**src/hw/rtl/ptrs_pkg.sv**
```systemverilog
package ptrs_pkg;

    localparam int TICK_W   = 16;
    localparam int PERIOD_W = 16;
    localparam int CNT_W    = 16;
    localparam int MASK_W   = 8;
    localparam int SLOT_W   = 3;
    localparam int MODE_W   = 2;

    localparam int IN_DATA_W  = 24;
    localparam int OUT_DATA_W = 40;

    typedef enum logic [MODE_W-1:0] {
        MODE_TICK = 2'd0,
        MODE_ADD  = 2'd1,
        MODE_RUN  = 2'd2,
        MODE_STOP = 2'd3
    } mode_t;

endpackage

```
**src/hw/rtl/ptrs_ram.sv**
```systemverilog
module ptrs_ram #(
    parameter int WIDTH = 16,
    parameter int DEPTH = 8
) (
    input  logic                                  clk,
    input  logic                                  we,
    input  logic [(DEPTH > 1 ? $clog2(DEPTH) : 1)-1:0] waddr,
    input  logic [WIDTH-1:0]                      wdata,
    input  logic                                  re,
    input  logic [(DEPTH > 1 ? $clog2(DEPTH) : 1)-1:0] raddr,
    output logic [WIDTH-1:0]                      rdata
);

    logic [WIDTH-1:0] mem [DEPTH];
    logic [WIDTH-1:0] rdata_reg;

    always_ff @(posedge clk)
    begin
        if (we)
        begin
            mem[waddr] <= wdata;
        end
        if (re)
        begin
            rdata_reg <= mem[raddr];
        end
    end

    assign rdata = rdata_reg;

endmodule

```
**src/hw/rtl/ptrs_mod_unit.sv**
```systemverilog
module ptrs_mod_unit (
    input  logic                          clk,
    input  logic                          rst_n,
    input  logic                          start,
    input  logic [ptrs_pkg::TICK_W-1:0]   dividend,
    input  logic [ptrs_pkg::PERIOD_W-1:0] divisor,
    output logic                          busy,
    output logic                          done,
    output logic [ptrs_pkg::PERIOD_W-1:0] remainder
);

    import ptrs_pkg::*;

    localparam int STEP_W = $clog2(TICK_W + 1);

    logic                busy_reg, busy_next;
    logic                done_reg, done_next;
    logic [STEP_W-1:0]   step_reg, step_next;
    logic [TICK_W-1:0]   dvd_reg, dvd_next;
    logic [PERIOD_W-1:0] div_reg, div_next;
    logic [PERIOD_W-1:0] rem_reg, rem_next;
    logic [PERIOD_W:0]   trial;

    // restoring division, one quotient bit a cycle, only the remainder is kept
    always_comb
    begin
        busy_next = busy_reg;
        done_next = 1'b0;
        step_next = step_reg;
        dvd_next  = dvd_reg;
        div_next  = div_reg;
        rem_next  = rem_reg;
        trial     = {rem_reg, dvd_reg[TICK_W-1]};
        if (start)
        begin
            busy_next = 1'b1;
            step_next = '0;
            dvd_next  = dividend;
            div_next  = divisor;
            rem_next  = '0;
        end
        else if (busy_reg)
        begin
            dvd_next = {dvd_reg[TICK_W-2:0], 1'b0};
            if (trial >= {1'b0, div_reg})
            begin
                rem_next = PERIOD_W'(trial - {1'b0, div_reg});
            end
            else
            begin
                rem_next = PERIOD_W'(trial);
            end
            step_next = step_reg + STEP_W'(1);
            if (step_reg == STEP_W'(TICK_W - 1))
            begin
                busy_next = 1'b0;
                done_next = 1'b1;
            end
        end
    end

    always_ff @(posedge clk or negedge rst_n)
    begin
        if (!rst_n)
        begin
            busy_reg <= 1'b0;
            done_reg <= 1'b0;
            step_reg <= '0;
        end
        else
        begin
            busy_reg <= busy_next;
            done_reg <= done_next;
            step_reg <= step_next;
        end
    end

    always_ff @(posedge clk)
    begin
        dvd_reg <= dvd_next;
        div_reg <= div_next;
        rem_reg <= rem_next;
    end

    assign busy      = busy_reg;
    assign done      = done_reg;
    assign remainder = rem_reg;

    a_rem_below_div: assert property (@(posedge clk) disable iff (!rst_n)
        done_reg |-> rem_reg < div_reg)
        else $error("remainder not below divisor");

    a_start_busy: assert property (@(posedge clk) disable iff (!rst_n)
        start |=> busy_reg)
        else $error("unit not busy after start");

    a_done_after_busy: assert property (@(posedge clk) disable iff (!rst_n)
        done_reg |-> $past(busy_reg) && !busy_reg)
        else $error("done without a finished run");

endmodule

```
**src/hw/rtl/periodic_task_release_scheduler.sv**
```systemverilog
// tick walks every slot: a used slot runs a 16-step remainder in the shared divider,
// a free slot is only checked; add runs a free-slot scan over up to SLOT_COUNT slots;
// running-mark modes and a zero-period add go straight to the response
// throughput: one item at a time; s_axis_tready is low while an item is worked on
// reset: tick counter, slot marks and output valid cleared, overrun_limit back to 255;
// period and count memories need no clearing, unused slots read as zero
module periodic_task_release_scheduler #(
    parameter int SLOT_COUNT = 8,
    parameter int TICK_WRAP  = 65536
) (
    input  logic                              clk,
    input  logic                              rst_n,
    input  logic                              cfg_we,
    input  logic [ptrs_pkg::CNT_W-1:0]        cfg_wdata,
    input  logic                              s_axis_tvalid,
    output logic                              s_axis_tready,
    // mode[1:0], slot[4:2], period_ticks[20:5]
    input  logic [ptrs_pkg::IN_DATA_W-1:0]    s_axis_tdata,
    output logic                              m_axis_tvalid,
    input  logic                              m_axis_tready,
    // release_mask[7:0], overrun_mask[15:8], add_ok[16], added_slot[19:17],
    // slot_overruns[35:20]
    output logic [ptrs_pkg::OUT_DATA_W-1:0]   m_axis_tdata
);

    import ptrs_pkg::*;

    localparam int IW = SLOT_COUNT > 1 ? $clog2(SLOT_COUNT) : 1;

    typedef enum logic [6:0] {
        ST_IDLE = 7'b0000001,
        ST_RD   = 7'b0000010,
        ST_CHK  = 7'b0000100,
        ST_WAIT = 7'b0001000,
        ST_SCAN = 7'b0010000,
        ST_REQ  = 7'b0100000,
        ST_FIN  = 7'b1000000
    } state_t;

    state_t                state_reg, state_next;
    logic [IW-1:0]         idx_reg, idx_next;
    logic [TICK_W-1:0]     tick_reg, tick_next;
    logic [SLOT_COUNT-1:0] used_reg, used_next;
    logic [SLOT_COUNT-1:0] running_reg, running_next;
    logic [CNT_W-1:0]      lim_reg, lim_next;
    logic                  out_valid_reg, out_valid_next;
    logic                  cnt_ok_reg, cnt_ok_next;

    logic [SLOT_W-1:0]     slot_reg, slot_next;
    logic [PERIOD_W-1:0]   per_reg, per_next;
    logic [MASK_W-1:0]     rel_reg, rel_next;
    logic [MASK_W-1:0]     ovr_reg, ovr_next;
    logic                  ok_reg, ok_next;
    logic [SLOT_W-1:0]     added_reg, added_next;
    logic [OUT_DATA_W-1:0] out_data_reg, out_data_next;

    mode_t                 in_mode;
    logic [SLOT_W-1:0]     in_slot;
    logic [PERIOD_W-1:0]   in_period;
    logic                  in_slot_ok;
    logic [IW-1:0]         in_slot_idx;
    logic [IW-1:0]         slot_idx;
    logic                  slot_ok;
    logic                  idx_last;
    logic                  idx_shown;

    logic                  per_we, per_re;
    logic [PERIOD_W-1:0]   per_rdata;
    logic                  cnt_we, cnt_re;
    logic [IW-1:0]         cnt_raddr;
    logic [CNT_W-1:0]      cnt_wdata, cnt_rdata;

    logic                  mod_start, mod_busy, mod_done;
    logic [PERIOD_W-1:0]   mod_rem;

    logic                  claim;
    logic                  hit;
    logic                  bump;

    assign in_mode     = mode_t'(s_axis_tdata[MODE_W-1:0]);
    assign in_slot     = s_axis_tdata[MODE_W +: SLOT_W];
    assign in_period   = s_axis_tdata[MODE_W+SLOT_W +: PERIOD_W];
    assign in_slot_ok  = 32'(in_slot) < SLOT_COUNT;
    assign in_slot_idx = IW'(in_slot);
    assign slot_idx    = IW'(slot_reg);
    assign slot_ok     = 32'(slot_reg) < SLOT_COUNT;
    assign idx_last    = idx_reg == IW'(SLOT_COUNT - 1);
    assign idx_shown   = 32'(idx_reg) < MASK_W;

    assign claim = state_reg == ST_SCAN && !used_reg[idx_reg];
    assign hit   = state_reg == ST_WAIT && mod_done && mod_rem == '0;
    assign bump  = hit && running_reg[idx_reg] && cnt_rdata < lim_reg;

    assign per_we    = claim;
    assign per_re    = state_reg == ST_RD;
    assign cnt_we    = claim || bump;
    assign cnt_wdata = claim ? '0 : cnt_rdata + CNT_W'(1);
    assign cnt_re    = state_reg == ST_RD || (state_reg == ST_REQ && slot_ok);
    assign cnt_raddr = state_reg == ST_REQ ? slot_idx : idx_reg;

    assign mod_start = state_reg == ST_CHK && used_reg[idx_reg] && per_rdata != '0;

    ptrs_ram #(.WIDTH(PERIOD_W), .DEPTH(SLOT_COUNT)) u_per_ram (
        .clk   (clk),
        .we    (per_we),
        .waddr (idx_reg),
        .wdata (per_reg),
        .re    (per_re),
        .raddr (idx_reg),
        .rdata (per_rdata)
    );

    ptrs_ram #(.WIDTH(CNT_W), .DEPTH(SLOT_COUNT)) u_cnt_ram (
        .clk   (clk),
        .we    (cnt_we),
        .waddr (idx_reg),
        .wdata (cnt_wdata),
        .re    (cnt_re),
        .raddr (cnt_raddr),
        .rdata (cnt_rdata)
    );

    ptrs_mod_unit u_mod (
        .clk       (clk),
        .rst_n     (rst_n),
        .start     (mod_start),
        .dividend  (tick_reg),
        .divisor   (per_rdata),
        .busy      (mod_busy),
        .done      (mod_done),
        .remainder (mod_rem)
    );

    always_comb
    begin
        state_next     = state_reg;
        idx_next       = idx_reg;
        tick_next      = tick_reg;
        used_next      = used_reg;
        running_next   = running_reg;
        lim_next       = cfg_we ? cfg_wdata : lim_reg;
        out_valid_next = out_valid_reg;
        cnt_ok_next    = cnt_ok_reg;
        slot_next      = slot_reg;
        per_next       = per_reg;
        rel_next       = rel_reg;
        ovr_next       = ovr_reg;
        ok_next        = ok_reg;
        added_next     = added_reg;
        out_data_next  = out_data_reg;

        if (m_axis_tready)
        begin
            out_valid_next = 1'b0;
        end

        case (state_reg)
            ST_IDLE:
            begin
                if (s_axis_tvalid)
                begin
                    slot_next  = in_slot;
                    per_next   = in_period;
                    rel_next   = '0;
                    ovr_next   = '0;
                    ok_next    = 1'b0;
                    added_next = '0;
                    idx_next   = '0;
                    case (in_mode)
                        MODE_TICK:
                        begin
                            if (tick_reg == TICK_W'(TICK_WRAP - 1))
                            begin
                                tick_next = '0;
                            end
                            else
                            begin
                                tick_next = tick_reg + TICK_W'(1);
                            end
                            state_next = ST_RD;
                        end
                        MODE_ADD:
                        begin
                            tick_next  = '0;
                            state_next = in_period == '0 ? ST_REQ : ST_SCAN;
                        end
                        MODE_RUN, MODE_STOP:
                        begin
                            if (in_slot_ok)
                            begin
                                running_next[in_slot_idx] = in_mode == MODE_RUN;
                            end
                            state_next = ST_REQ;
                        end
                        default:
                        begin
                            state_next = ST_REQ;
                        end
                    endcase
                end
            end
            ST_RD:
            begin
                state_next = ST_CHK;
            end
            ST_CHK:
            begin
                if (mod_start)
                begin
                    state_next = ST_WAIT;
                end
                else if (idx_last)
                begin
                    state_next = ST_REQ;
                end
                else
                begin
                    idx_next   = idx_reg + IW'(1);
                    state_next = ST_RD;
                end
            end
            ST_WAIT:
            begin
                if (mod_done)
                begin
                    if (hit && idx_shown)
                    begin
                        rel_next[3'(idx_reg)] = 1'b1;
                        ovr_next[3'(idx_reg)] = running_reg[idx_reg];
                    end
                    if (idx_last)
                    begin
                        state_next = ST_REQ;
                    end
                    else
                    begin
                        idx_next   = idx_reg + IW'(1);
                        state_next = ST_RD;
                    end
                end
            end
            ST_SCAN:
            begin
                if (claim)
                begin
                    used_next[idx_reg]    = 1'b1;
                    running_next[idx_reg] = 1'b0;
                    ok_next               = 1'b1;
                    added_next            = 3'(idx_reg);
                    state_next            = ST_REQ;
                end
                else if (idx_last)
                begin
                    state_next = ST_REQ;
                end
                else
                begin
                    idx_next = idx_reg + IW'(1);
                end
            end
            ST_REQ:
            begin
                // count memory read for the addressed slot is issued here
                cnt_ok_next = slot_ok && used_reg[slot_idx];
                state_next  = ST_FIN;
            end
            ST_FIN:
            begin
                if (!out_valid_reg || m_axis_tready)
                begin
                    out_valid_next = 1'b1;
                    out_data_next  = {4'b0, cnt_ok_reg ? cnt_rdata : CNT_W'(0),
                                      added_reg, ok_reg, ovr_reg, rel_reg};
                    state_next     = ST_IDLE;
                end
            end
            default:
            begin
                state_next = ST_IDLE;
            end
        endcase
    end

    always_ff @(posedge clk or negedge rst_n)
    begin
        if (!rst_n)
        begin
            state_reg     <= ST_IDLE;
            idx_reg       <= '0;
            tick_reg      <= '0;
            used_reg      <= '0;
            running_reg   <= '0;
            lim_reg       <= CNT_W'(255);
            out_valid_reg <= 1'b0;
            cnt_ok_reg    <= 1'b0;
        end
        else
        begin
            state_reg     <= state_next;
            idx_reg       <= idx_next;
            tick_reg      <= tick_next;
            used_reg      <= used_next;
            running_reg   <= running_next;
            lim_reg       <= lim_next;
            out_valid_reg <= out_valid_next;
            cnt_ok_reg    <= cnt_ok_next;
        end
    end

    always_ff @(posedge clk)
    begin
        slot_reg     <= slot_next;
        per_reg      <= per_next;
        rel_reg      <= rel_next;
        ovr_reg      <= ovr_next;
        ok_reg       <= ok_next;
        added_reg    <= added_next;
        out_data_reg <= out_data_next;
    end

    assign s_axis_tready = state_reg == ST_IDLE;
    assign m_axis_tvalid = out_valid_reg;
    assign m_axis_tdata  = out_data_reg;

    a_wait_has_divider: assert property (@(posedge clk) disable iff (!rst_n)
        (state_reg == ST_WAIT && !mod_done) |-> mod_busy)
        else $error("waiting on an idle divider");

    a_ovr_within_rel: assert property (@(posedge clk) disable iff (!rst_n)
        m_axis_tvalid |-> (m_axis_tdata[15:8] & ~m_axis_tdata[7:0]) == '0)
        else $error("overrun flagged on a slot not released");

    a_add_no_release: assert property (@(posedge clk) disable iff (!rst_n)
        (m_axis_tvalid && m_axis_tdata[16]) |-> m_axis_tdata[15:0] == '0)
        else $error("release reported on an add");

    a_claim_marks_used: assert property (@(posedge clk) disable iff (!rst_n)
        claim |=> used_reg[$past(idx_reg)] && !running_reg[$past(idx_reg)])
        else $error("claimed slot not marked used");

endmodule
```
**config.mk**
```make
export PLATFORM = sky130hd
export DESIGN_NAME = periodic_task_release_scheduler
export DESIGN_NICKNAME = d
export VERILOG_FILES = /design/src/hw/rtl/ptrs_pkg.sv /design/src/hw/rtl/ptrs_ram.sv /design/src/hw/rtl/ptrs_mod_unit.sv /design/src/hw/rtl/periodic_task_release_scheduler.sv
export SDC_FILE = /design/constraint.sdc
export NUM_CORES = 1
export LEC_CHECK = 0
export BUFFER_PORTS_ARGS = -buffer_cell sky130_fd_sc_hd__buf_2
export CAP_MARGIN = 20
export CORE_MARGIN = 2
export CORE_UTILIZATION = 42
export CTS_CLUSTER_SIZE = 8
export DETAILED_ROUTE_END_ITERATION = 10
export SLEW_MARGIN = 10
export SYNTH_ARGS = -nofsm -noshare
export SYNTH_HDL_FRONTEND = slang
export SYNTH_SLANG_ARGS = --single-unit
```
**constraint.sdc**
```tcl
create_clock -name clk -period 5.2 [get_ports clk]
set_input_delay 0 -clock clk [delete_from_list [all_inputs] [get_ports clk]]
set_output_delay 0 -clock clk [all_outputs]
set_load 0.01 [all_outputs]
```
* Word level (Yosys, flattened, before mapping)
Memory sizes are Yosys's and may differ from the RTL's. A register that Yosys moved wholly into a read port is not among the register bits.
Cells that the tools add are included.
** Cells by class
- Add/sub/neg operators :: 5
- Order comparisons :: 7
- Equality and inequality tests :: 22
- Mux-type cells :: 66
- Bitwise operators :: 4
- Reductions and logical operators :: 33
** Operators with widths (count)
- $mux W16 :: 5
- $mux W8 :: 8
- $pmux W7 S7 :: 1
- $pmux W8 S2 :: 3
- $mux W7 :: 5
- $add A16 B1 Y16 const B :: 2
- $logic_not A16 Y1 :: 2
- $pmux W16 S2 :: 1
- $mux W3 :: 7
- $pmux W7 S3 :: 1
- $mux W1 :: 20
- $mux W6 :: 3
- $ge A17 B16 Y1 :: 1
- $bwmux W8 :: 2
- $eq A16 B16 Y1 const B :: 1
- $lt A16 B16 Y1 :: 1
- $or A8 B8 Y8 :: 2
- $reduce_bool A16 Y1 :: 1
- $sub A16 B16 Y16 :: 1
- $lt A3 B4 Y1 const B :: 3
- $ne A2 B2 Y1 const B :: 6
- $pmux W3 S4 :: 1
- $reduce_and A4 Y1 :: 3
- $mux W5 :: 2
- 32 further kinds :: 55
** Word-level totals
- Bits in registers :: 190
- Bits in writable memories :: 256
- Input port bits :: 45
- Output and inout bits :: 42
- Memories kept :: 2
** Memories
- u_cnt_ram.mem :: words 8, bits a word 16, read ports 1, clocked after Yosys merged registers in 1, write ports 1, RTL line ptrs_ram.sv:14 : logic [WIDTH-1:0] mem [DEPTH];
- u_per_ram.mem :: words 8, bits a word 16, read ports 1, clocked after Yosys merged registers in 1, write ports 1, RTL line ptrs_ram.sv:14

* Longest topological paths before layout
Gate-level depths: netlist of the first run.
- Depth after elaboration :: 8
- Mapped depth :: 11
- Gate-level depth less buffers :: 10

* Modules after synthesis
A second synthesis of the first run with hierarchy kept.
** Unflattened totals
- Cells, all modules :: 1309
- Area total of the unflattened synthesis :: 20643.5 um2
** By module, submodules not included
- ptrs_ram :: times used 2, cells each 214, area an instance 5454.0 um2, seq. area each 4324.1 um2
- periodic_task_release_scheduler :: times used 1, cells each 587, area an instance 6582.6 um2, seq. area each 3764.9 um2
- ptrs_mod_unit :: times used 1, cells each 294, area an instance 3153.0 um2, seq. area each 1456.4 um2

* Worst setup path before layout of the first run
OpenSTA, ideal clock, no wires.
- Kind :: flip-flop to flip-flop
- From :: register idx_reg[0]
- To :: register u_mod.div_reg[0] (enable)
- Arrival time :: 3355 ps
- Data required time :: 4751 ps
- Slack :: 1396 ps
- Cell stages (with the launch flop) :: 9
- Buffers on the path :: 3
- Period minus slack after synthesis :: 3804 ps
- Path through :: dfrtp_1 clkbuf_1 and3b_1 buf_2 a22oi_1 o21ai_1 buf_2 nand2_1 nor4b_1
** Between the ends
- Word-level cells in the longest chain between the ends :: 4
** RTL lines
- start, declared :: RTL line periodic_task_release_scheduler.sv:41 : logic [IW-1:0] idx_reg, idx_next;
- start signal, assigned :: RTL line periodic_task_release_scheduler.sv:300 : idx_reg <= idx_next;
- $bmux W1 S3 :: RTL line periodic_task_release_scheduler.sv:101 : assign mod_start = state_reg == ST_CHK && used_reg[idx_reg] && per_rdata != '0;
- $mux W1 (implied by the code) :: RTL line periodic_task_release_scheduler.sv:101
- $logic_and A1 B1 Y1 (2 in series) :: RTL line periodic_task_release_scheduler.sv:101
- named net mod_start :: RTL line periodic_task_release_scheduler.sv:73 : logic mod_start, mod_busy, mod_done;
- end signal, assigned :: RTL line ptrs_mod_unit.sv:81 : div_reg <= div_next;
- end, declared :: RTL line ptrs_mod_unit.sv:20 : logic [PERIOD_W-1:0] div_reg, div_next;
The timed path passes the listed nets, and every way through them passes these cells. The select of a mux whose other input is x is not followed.
A chain may end at the register's enable or synchronous reset.

* Worst setup path after layout of the first run
- From :: register state_reg[4]
- To :: register u_cnt_ram.rdata_reg[0] (netlist: u_cnt_ram.rdata[0]) (read register of u_cnt_ram.mem) (data pin)
** Between the ends
- Word-level cells in the longest chain between the ends :: 2
- Elaborated cells on any way between the ends :: 4
- Those cells by class :: 2 x eq/ne; 1 x mux; 1 x reduce/logical
** RTL lines
- start, declared :: RTL line periodic_task_release_scheduler.sv:40 : state_t state_reg, state_next;
- start signal, assigned :: RTL line periodic_task_release_scheduler.sv:299 : state_reg <= state_next;
- $eq A7 B6 Y1 / $eq A7 B2 Y1 (equally long branches) :: RTL line periodic_task_release_scheduler.sv:98, periodic_task_release_scheduler.sv:99
- $mux W3 / $logic_or A1 B1 Y1 (equally long branches) :: RTL line periodic_task_release_scheduler.sv:99, periodic_task_release_scheduler.sv:98
- end, declared :: RTL line ptrs_ram.sv:15 : logic [WIDTH-1:0] rdata_reg;
Several ways; a longest one is shown, not always the timed one.

==> flow_summary_export.csv, run 1 <==
group,metric,value,unit
final_layout,drive_above_1_share,0.143,
route,routedWlPerCell,20.4,µm
clock_network,cts_tree,"built",
critical_path,path_buf_inv,1,
die,fp.dieH,224,µm
critical_path,slowest_stage,"nor4b_4",
power,p_per_area,497,nW/µm²
clock_network,clk_pin_slew,0.05,ns
critical_path,crit_chain,"or4_4, nor4b_4, mux2i_4, buf_4, mux2i_1, a32oi_1, and3_1",
die,num_rows,80,
critical_path,critical_path_class,"reg2reg",
sta,hold_viol,0,
yosys,ys_seq_elements,478,
min_path,holdCritPathClass,"in2async",
sta,slew_headroom,0.276,
placed_design,dp_hpwl,29500,µm
final_layout,fin_cells,2388,
yosys,synth-async-reset-ratio,0.140,
power,p_leak,8.84,nW
run_status,status,"complete, no violations",
yosys,yosysTopAreaCellShare,0.584,
yosys,synthTopCellsByArea,"edfxtp_1, dfrtp_1, nand2_1",
placed_design,portBuffers,79,
route,dr.pass1.iters,5,
global_route,antenna_found_initial,2,
critical_path,rrSetupSlack,1.40,ns
route,routed_wl,48800,µm
global_route,grt_pass1_vias,13100,
power,irDropWorstVdd,225,µV
global_route,grt_pass1_wl,75000,µm
critical_path,critPathMaxStageDelay,0.79,ns
clock_network,clock_latency,0.60,ns
clock_network,cts_sinks,478,
global_route,grt_start_max_net_pins,68,
route,drc,0,
sta,slew_violations,0,
critical_path,crit_required,5.55,ns
yosys,synthTopCellsByCount,"edfxtp_1, nand2_1, nor2_1",
critical_path,r2r_start,"state_reg[4]$_DFFE_PN0P_",
sta,fin_crit_sh,0.731,
sta,finalSetupViolations,0,
power,totalPowerFinal,12.0,mW
flow_run,cap_viol_max_count,0,
clock_network,h-tree-depth,3,
yosys,yosysSeqAreaShare,0.683,
sta,finClkSkew,0.0238,ns
yosys,netlist_area,20300,µm²
die,start_util,0.425,
critical_path,r2r_cells,7,
route,avgViaCountPerCell,5.56,
critical_path,worst-path-stages,7,
placed_design,dp_cells,2209,
critical_path,cp.arrival,4.15,ns
clock_network,clockRootBuffer,"clkbuf_16",
global_route,grt_overflow,0,
critical_path,cp-startpoint,"state_reg[4]$_DFFE_PN0P_",
yosys,yosysMostFrequentCell,"edfxtp_1",
yosys,yosysTopAreaCell,"edfxtp_1",
route,antenna_left,0,
yosys,synth_ff_type,"edfxtp_1",
sta,worst_pin_slew,1.08,ns
sta,rsz0062_at_grt,"false",
yosys,syn_inst,1558,
critical_path,cp_top_family,"simple AND/OR/NAND/NOR gates",
final_layout,n_antenna_cell,0,
clock_network,post-cts-setup-buffer-count,0,
clock_network,cts_buffers,69,
route,num_vias,13300,
placed_design,postPlaceCellArea,21500,µm²
die,die_w,224,µm
critical_path,cp_max_fo,26,
yosys,ys.warnings.count,0,
placed_design,gp_congestion,0.910,
die,io_pins,87,
sta,period_needed,3.80,ns
final_layout,multi_input_area,6030,µm²
yosys,syn_area_per_cell,13.0,µm²
final_layout,fin_nets,1821,
final_layout,area_delta_synth_final,19.2,%
critical_path,start_kind,"flip-flop",
die,core_area,47700,µm²
global_route,grt_use_total,0.196,
sta,setup-tns-final,0,ns
final_layout,stdcell_area,24200,µm²
final_layout,regArea,13900,µm²
die,die_area,50100,µm²
sta,clock.fmax,263,MHz
critical_path,end_kind,"flip-flop",
yosys,synthDistinctLibCells,80,
final_layout,num-fill-cells,4023,
clock_network,ctsLongestPathBuffers,3,
yosys,synth_edf_count,395,
route,drtIter0Drc,1000,
## worst register-to-register path, delay by kind of cell, from the launching register on
kind / cells / cell delay (ns)
and+or+nand+nor: 3 / 1.63
buffers and inverters: 1 / 0.43
AOI/OAI and AO/OA: 1 / 0.09
DFF: 1 / 0.45
muxes: 2 / 0.97
## report_power, final
| part | internal (mW) | switching (mW) |
|---|---|---|
| registers | 4.92 | 0.429 |
| clock network | 2.47 | 1.59 |
| logic | 0.992 | 1.63 |
| total | 8.38 | 3.65 |
## cell usage in the layout, fill, tap and decap left out, types with 12 or more instances in the layout
| cell type | n |
|---|---|
| xor2_1 | 17 |
| nand2_1 | 205 |
| nand3_1 | 75 |
| mux2i_1 | 29 |
| clkbuf_16 | 70 |
| a21o_1 | 13 |
| and2_1 | 26 |
| nor4_1 | 15 |
| nor2_1 | 100 |
| ha_1 | 37 |
| dfrtp_1 | 58 |
| and3_1 | 28 |
| buf_4 | 33 |
| clkbuf_1 | 30 |
| a31oi_1 | 16 |
| a21oi_1 | 34 |
| nand4_1 | 18 |
| a32oi_1 | 18 |
| buf_2 | 80 |
| dfxtp_1 | 16 |
| a22oi_1 | 49 |
| dlygate4sd3_1 | 71 |
| or2_2 | 12 |
| inv_1 | 44 |
| edfxtp_1 | 395 |
| o21ai_0 | 69 |
| a211oi_1 | 13 |
## metrics by stage
stage | setup WS [ns] | util | hold slack (ns)
global placement | 1.47 | 0.450 | 0.193
floorplan | 1.40 | - | -0.296
global route | 1.12 | 0.507 | 0.146
finish | 1.40 | 0.507 | 0.132
CTS | 1.42 | 0.506 | 0.116
detailed placement | 1.42 | 0.450 | 0.194
## layout make-up
cell class,count,area share
clock buffers,100,0.0771
clock inverters,6,0.00414
inverters,45,0.00698
multi-input cells,959,0.249
flip-flops and latches,478,0.573
well taps,615,0.0318
repair buffers,185,0.0573
## cells by family (layout without fill, tap and decap cells)
kind of cell,after synthesis,count (layout),share of synthesized area
flip-flops,478,478,0.683
adder cells (fa/ha/maj),38,38,0.0238
AO/OA/AOI/OAI,296,296,0.0998
multiplexers,43,43,0.0231
XOR/XNOR,27,27,0.0116
buffers and inverters,124,336,0.0249
other,1,4,0.000185
AND/OR/NAND/NOR,551,551,0.133
## per-layer routing
metal	track usage	part of all wire	vias to the layer above
met5	0	0.00051	-
met3	0.0379	0.061	80
li1	-	-	6226
met1	0.258	0.43	6568
met2	0.323	0.49	399
met4	0.0778	0.023	4
## worst paths after layout
kind / end
hold reg to reg: m_axis_tdata[16]$_DFFE_PP_
setup reg to reg: u_cnt_ram.rdata[0]$_DFFE_PP_
max in group asynchronous: lim_reg[8]$_DFFE_PN0P_
setup / recovery: u_cnt_ram.rdata[0]$_DFFE_PP_
hold / removal: u_mod.step_reg[1]$_DFFE_PN0P_
min in group clk: per_reg[5]$_DFFE_PP_
## what timing repair did
item,CTS,global route
hold endpoints to repair,112,0
gates resized for setup,0,0
hold buffers,71,0
No activity file was read; power rests on OpenSTA's default activity.
==> run 2, diff against run 1 <==
==> constraint.sdc (replaced) <==
create_clock -name clk -period 3.2 [get_ports clk]
set_input_delay 0 -clock clk [delete_from_list [all_inputs] [get_ports clk]]
set_output_delay 0 -clock clk [all_outputs]
set_load 0.01 [all_outputs]
==> flow_summary_export.csv, run 2 (same netlist as run 1, synthesis figures left out) <==
group,metric,value,unit
critical_path,worst-path-stages,7,
critical_path,end_kind,"flip-flop",
global_route,grt_use_total,0.200,
route,drtIter0Drc,1261,
global_route,grt_pass1_vias,13600,
route,routedWlPerCell,20.4,µm
clock_network,clockRootBuffer,"clkbuf_16",
global_route,grt_overflow,0,
critical_path,cp_max_fo,16,
sta,worst_pin_slew,1.00,ns
clock_network,clock_latency,0.60,ns
critical_path,cp_top_family,"simple AND/OR/NAND/NOR gates",
sta,worst_slack,0.152,ns
sta,timing.hold.ws,0.0392,ns
route,routed_wl,49000,µm
placed_design,pre_cts_slack,0.195,ns
critical_path,r2r_start,"state_reg[5]$_DFFE_PN0P_",
power,irDropWorstVdd,357,µV
final_layout,final_cell_mix,"edfxtp_1, nand2_1, nor2_1",
final_layout,area_delta_synth_final,20.5,%
critical_path,r2r-end,"u_cnt_ram.mem[6][12]$_DFFE_PP_",
clock_network,h-tree-depth,3,
power,p_per_area,803,nW/µm²
die,io_pins,87,
route,drc,0,
critical_path,r2r_cells,7,
route,num_vias,13400,
clock_network,cts_tree,"built",
route,antenna_left,0,
critical_path,slowest_stage,"or4_4",
final_layout,stdcell_area,24500,µm²
critical_path,critPathMaxStageDelay,0.57,ns
sta,period_needed,3.05,ns
die,die_w,224,µm
placed_design,gp_congestion,0.878,
die,fp.dieH,224,µm
global_route,grt_pass1_wl,77300,µm
clock_network,cts_sinks,478,
global_route,grt_start_max_net_pins,65,
sta,clock.fmax,328,MHz
final_layout,fin_cells,2400,
placed_design,postPlaceCellArea,21800,µm²
route,avgViaCountPerCell,5.58,
sta,slew_headroom,0.332,
sta,hold_viol,0,
final_layout,fin_nets,1841,
die,start_util,0.425,
final_layout,final_common_cell,"edfxtp_1",
placed_design,dp_hpwl,31400,µm
sta,finClkSkew,0.0335,ns
critical_path,start_kind,"flip-flop",
run_status,status,"complete, no violations",
flow_run,cap_viol_max_count,0,
final_layout,n_antenna_cell,0,
die,die_area,50100,µm²
clock_network,post_cts_resized,0,
route,dr.pass1.iters,5,
placed_design,dp_cells,2230,
sta,setup-tns-final,0,ns
clock_network,cts_buffers,69,
sta,finalSetupViolations,0,
placed_design,portBuffers,79,
critical_path,cp.arrival,3.33,ns
sta,rsz0062_at_grt,"false",
clock_network,clk_pin_slew,0.05,ns
clock_network,hold_buffers,72,
clock_network,post-cts-setup-buffer-count,0,
min_path,holdCritPathClass,"in2async",
power,p_leak,8.97,nW
power,totalPowerFinal,19.6,mW
critical_path,critical_path_class,"reg2reg",
global_route,antenna_found_initial,1,
final_layout,utilization,0.512,
critical_path,rrSetupSlack,0.15,ns
die,num_rows,80,
critical_path,crit_required,3.48,ns
final_layout,drive_above_1_share,0.151,
die,core_area,47700,µm²
critical_path,crit_chain,"nor4_4, or3b_1, or4_4, nor4b_4, o211ai_4, a21oi_2, buf_12",
clock_network,ctsLongestPathBuffers,3,
critical_path,path_buf_inv,1,
sta,slew_violations,0,
sta,fin_crit_sh,0.953,
==> run 2: cell types whose count changed in the layout (fill, tap and decap cells not counted), moves of 2 or more <==
| cell | previous run | this run |
|---|---|---|
| buf_12 | 0 | 14 |
| clkbuf_1 | 30 | 22 |
| inv_16 | 1 | 3 |
| o21ai_1 | 3 | 5 |
| buf_4 | 33 | 40 |
| o21ai_2 | 3 | 1 |
==> run 2: cell type report <==
class | instances | area, µm²
timing repair buffer | 205 | 1700
clock buffer | 92 | 1830
fill | 3971 | 23300
inverter | 45 | 169
tap | 615 | 769
clock inverter | 6 | 93.8
sequential | 478 | 13900
multi-input combinational | 959 | 6030
==> run 2: layer usage <==
layer	global-route usage	part of all wire	up-vias
li1	-	-	6279
met1	0.273	0.45	6672
met2	0.320	0.47	343
met3	0.0384	0.052	92
met4	0.0729	0.025	2
met5	0	0.00027	-
==> run 2: worst max-delay path by stage <==
stage	startpoint	end	slack, ns
3_3_place_gp	state_reg[5]$_DFFE_PN0P_	u_cnt_ram.mem[7][5]$_DFFE_PP_	0.22
6_report	state_reg[5]$_DFFE_PN0P_	u_cnt_ram.mem[6][12]$_DFFE_PP_	0.15
3_5_place_dp	state_reg[5]$_DFFE_PN0P_	u_cnt_ram.mem[6][0]$_DFFE_PP_	0.20
5_1_grt	state_reg[4]$_DFFE_PN0P_	u_cnt_ram.rdata[15]$_DFFE_PP_	0.05
4_1_cts	state_reg[5]$_DFFE_PN0P_	u_cnt_ram.mem[6][12]$_DFFE_PP_	0.17
2_1_floorplan	state_reg[5]$_DFFE_PN0P_	u_cnt_ram.mem[6][0]$_DFFE_PP_	-0.26
==> run 2: power breakdown <==
group | total [mW] | switching [mW] | internal [mW]
logic | 4.46 | 2.75 | 1.71
registers | 8.66 | 0.667 | 7.99
clock network | 6.53 | 2.55 | 3.98
==> run 2: worst reg2reg max path, cell delays in order, from the launching register on <==
cell	delay (ns)
dfrtp_1	0.45
nor4_4	0.36
or3b_1	0.42
or4_4	0.57
nor4b_4	0.27
o211ai_4	0.22
a21oi_2	0.26
buf_12	0.19
==> run 3, diff against run 2 <==
--- a/config.mk
+++ b/config.mk
@@ -5,12 +5,14 @@
 export SDC_FILE = /design/constraint.sdc
 export NUM_CORES = 1
 export LEC_CHECK = 0
+export ABC_CLOCK_PERIOD_IN_PS = 3200
 export BUFFER_PORTS_ARGS = -buffer_cell sky130_fd_sc_hd__buf_2
 export CAP_MARGIN = 20
 export CORE_MARGIN = 2
 export CORE_UTILIZATION = 42
 export CTS_CLUSTER_SIZE = 8
 export DETAILED_ROUTE_END_ITERATION = 10
+export HOLD_SLACK_MARGIN = 0.05
 export SLEW_MARGIN = 10
 export SYNTH_ARGS = -nofsm -noshare
 export SYNTH_HDL_FRONTEND = slang
==> flow_summary_export.csv, run 3 (same netlist as run 1, synthesis figures left out) <==
group,metric,value,unit
run_status,status,"complete, no violations",
clock_network,cts_buffers,69,
final_layout,drive_above_1_share,0.151,
sta,slew_headroom,0.326,
route,drc,0,
sta,worst_pin_slew,1.01,ns
sta,hold_viol,0,
critical_path,r2r_cells,7,
clock_network,cts_tree,"built",
critical_path,cp-startpoint,"state_reg[5]$_DFFE_PN0P_",
die,num_rows,80,
global_route,grt_use_total,0.200,
sta,slew_violations,0,
global_route,grt_pass1_wl,77300,µm
global_route,grt_start_max_net_pins,65,
sta,period_needed,3.05,ns
global_route,grt_overflow,0,
route,dr.pass1.iters,6,
sta,timing.hold.ws,0.153,ns
die,core_area,47700,µm²
placed_design,portBuffers,79,
critical_path,start_kind,"flip-flop",
min_path,min_path_cells,2,
die,fp.dieH,224,µm
final_layout,final_common_cell,"edfxtp_1",
critical_path,end_kind,"flip-flop",
clock_network,cts_sinks,478,
min_path,holdCritPathClass,"in2reg",
placed_design,postPlaceCellArea,21800,µm²
final_layout,utilization,0.513,
final_layout,area_delta_synth_final,20.6,%
power,p_leak,8.98,nW
final_layout,stdcell_area,24500,µm²
power,irDropWorstVdd,356,µV
clock_network,ctsLongestPathBuffers,3,
placed_design,gp_congestion,0.878,
critical_path,crit_required,3.49,ns
route,routed_wl,49000,µm
power,p_per_area,803,nW/µm²
sta,fin_crit_sh,0.953,
critical_path,cp.arrival,3.33,ns
global_route,grt_pass1_vias,13600,
critical_path,r2r-end,"u_cnt_ram.mem[6][12]$_DFFE_PP_",
route,drtIter0Drc,1314,
route,antenna_left,0,
sta,worst_slack,0.151,ns
min_path,min_to,"per_reg[10]$_DFFE_PP_",
sta,setup-tns-final,0,ns
final_layout,fin_cells,2401,
power,totalPowerFinal,19.6,mW
placed_design,dp_cells,2230,
critical_path,rrSetupSlack,0.15,ns
global_route,antenna_found_initial,1,
clock_network,post-cts-setup-buffer-count,0,
final_layout,n_antenna_cell,0,
critical_path,cp_max_fo,16,
die,start_util,0.425,
clock_network,h-tree-depth,3,
clock_network,clock_latency,0.60,ns
placed_design,pre_cts_slack,0.195,ns
min_path,hold_path_startpoint,"s_axis_tdata[15]",
critical_path,r2r_start,"state_reg[5]$_DFFE_PN0P_",
sta,clock.fmax,328,MHz
route,avgViaCountPerCell,5.56,
sta,finalSetupViolations,0,
die,die_w,224,µm
die,io_pins,87,
clock_network,clockRootBuffer,"clkbuf_16",
sta,finClkSkew,0.0329,ns
final_layout,fin_nets,1842,
critical_path,critical_path_class,"reg2reg",
die,die_area,50100,µm²
placed_design,dp_hpwl,31400,µm
flow_run,cap_viol_max_count,0,
route,routedWlPerCell,20.4,µm
route,num_vias,13400,
sta,rsz0062_at_grt,"false",
clock_network,clk_pin_slew,0.05,ns
final_layout,final_cell_mix,"edfxtp_1, nand2_1, nor2_1",
-- run 3: cell types whose count changed in the layout (fill, tap and decap cells not counted) --
cell / before / now
dlygate4sd3_1: 72 / 73
-- run 3: what timing repair did --
action,4_1_cts,5_1_grt
hold endpoints to repair,126,0
hold buffers,73,0
resized for setup,0,0
-- run 3: final cells by class --
| class | instances | area [µm²] |
|---|---|---|
| Clock buffer | 92 | 1830 |
| Clock inverter | 6 | 93.8 |
| Fill cell | 3970 | 23300 |
| Inverter | 45 | 169 |
| Multi-Input combinational cell | 959 | 6030 |
| Sequential cell | 478 | 13900 |
| Tap cell | 615 | 769 |
| Timing Repair Buffer | 206 | 1710 |
-- run 3: report_power, final --
group / internal, mW / switching [mW]
clock network: 3.98 / 2.55
logic: 1.71 / 2.75
registers: 7.99 / 0.668
-- run 3: metal layers --
| metal | wire (µm) | global-route usage |
|---|---|---|
| met5 | 13 | 0 |
| met2 | 23100 | 0.320 |
| met3 | 2500 | 0.0384 |
| met1 | 22300 | 0.273 |
| met4 | 1140 | 0.0729 |
-- run 3: critical path, stage by stage (launching register included) --
cell and delay [ns]:
dfrtp_1 0.45, nor4_4 0.36, or3b_1 0.42, or4_4 0.57
nor4b_4 0.27, o211ai_4 0.23, a21oi_2 0.25, buf_12 0.19
-- run 3: worst max path at each step --
stage / to / depth (start not counted) / slack [ns]
global placement: u_cnt_ram.mem[7][5]$_DFFE_PP_ / 7 / 0.22
global route: u_cnt_ram.rdata[15]$_DFFE_PP_ / 7 / 0.05
CTS: u_cnt_ram.mem[6][12]$_DFFE_PP_ / 7 / 0.17
floorplan: u_cnt_ram.mem[6][0]$_DFFE_PP_ / 7 / -0.26
detailed placement: u_cnt_ram.mem[6][0]$_DFFE_PP_ / 7 / 0.20
finish: u_cnt_ram.mem[6][12]$_DFFE_PP_ / 7 / 0.15
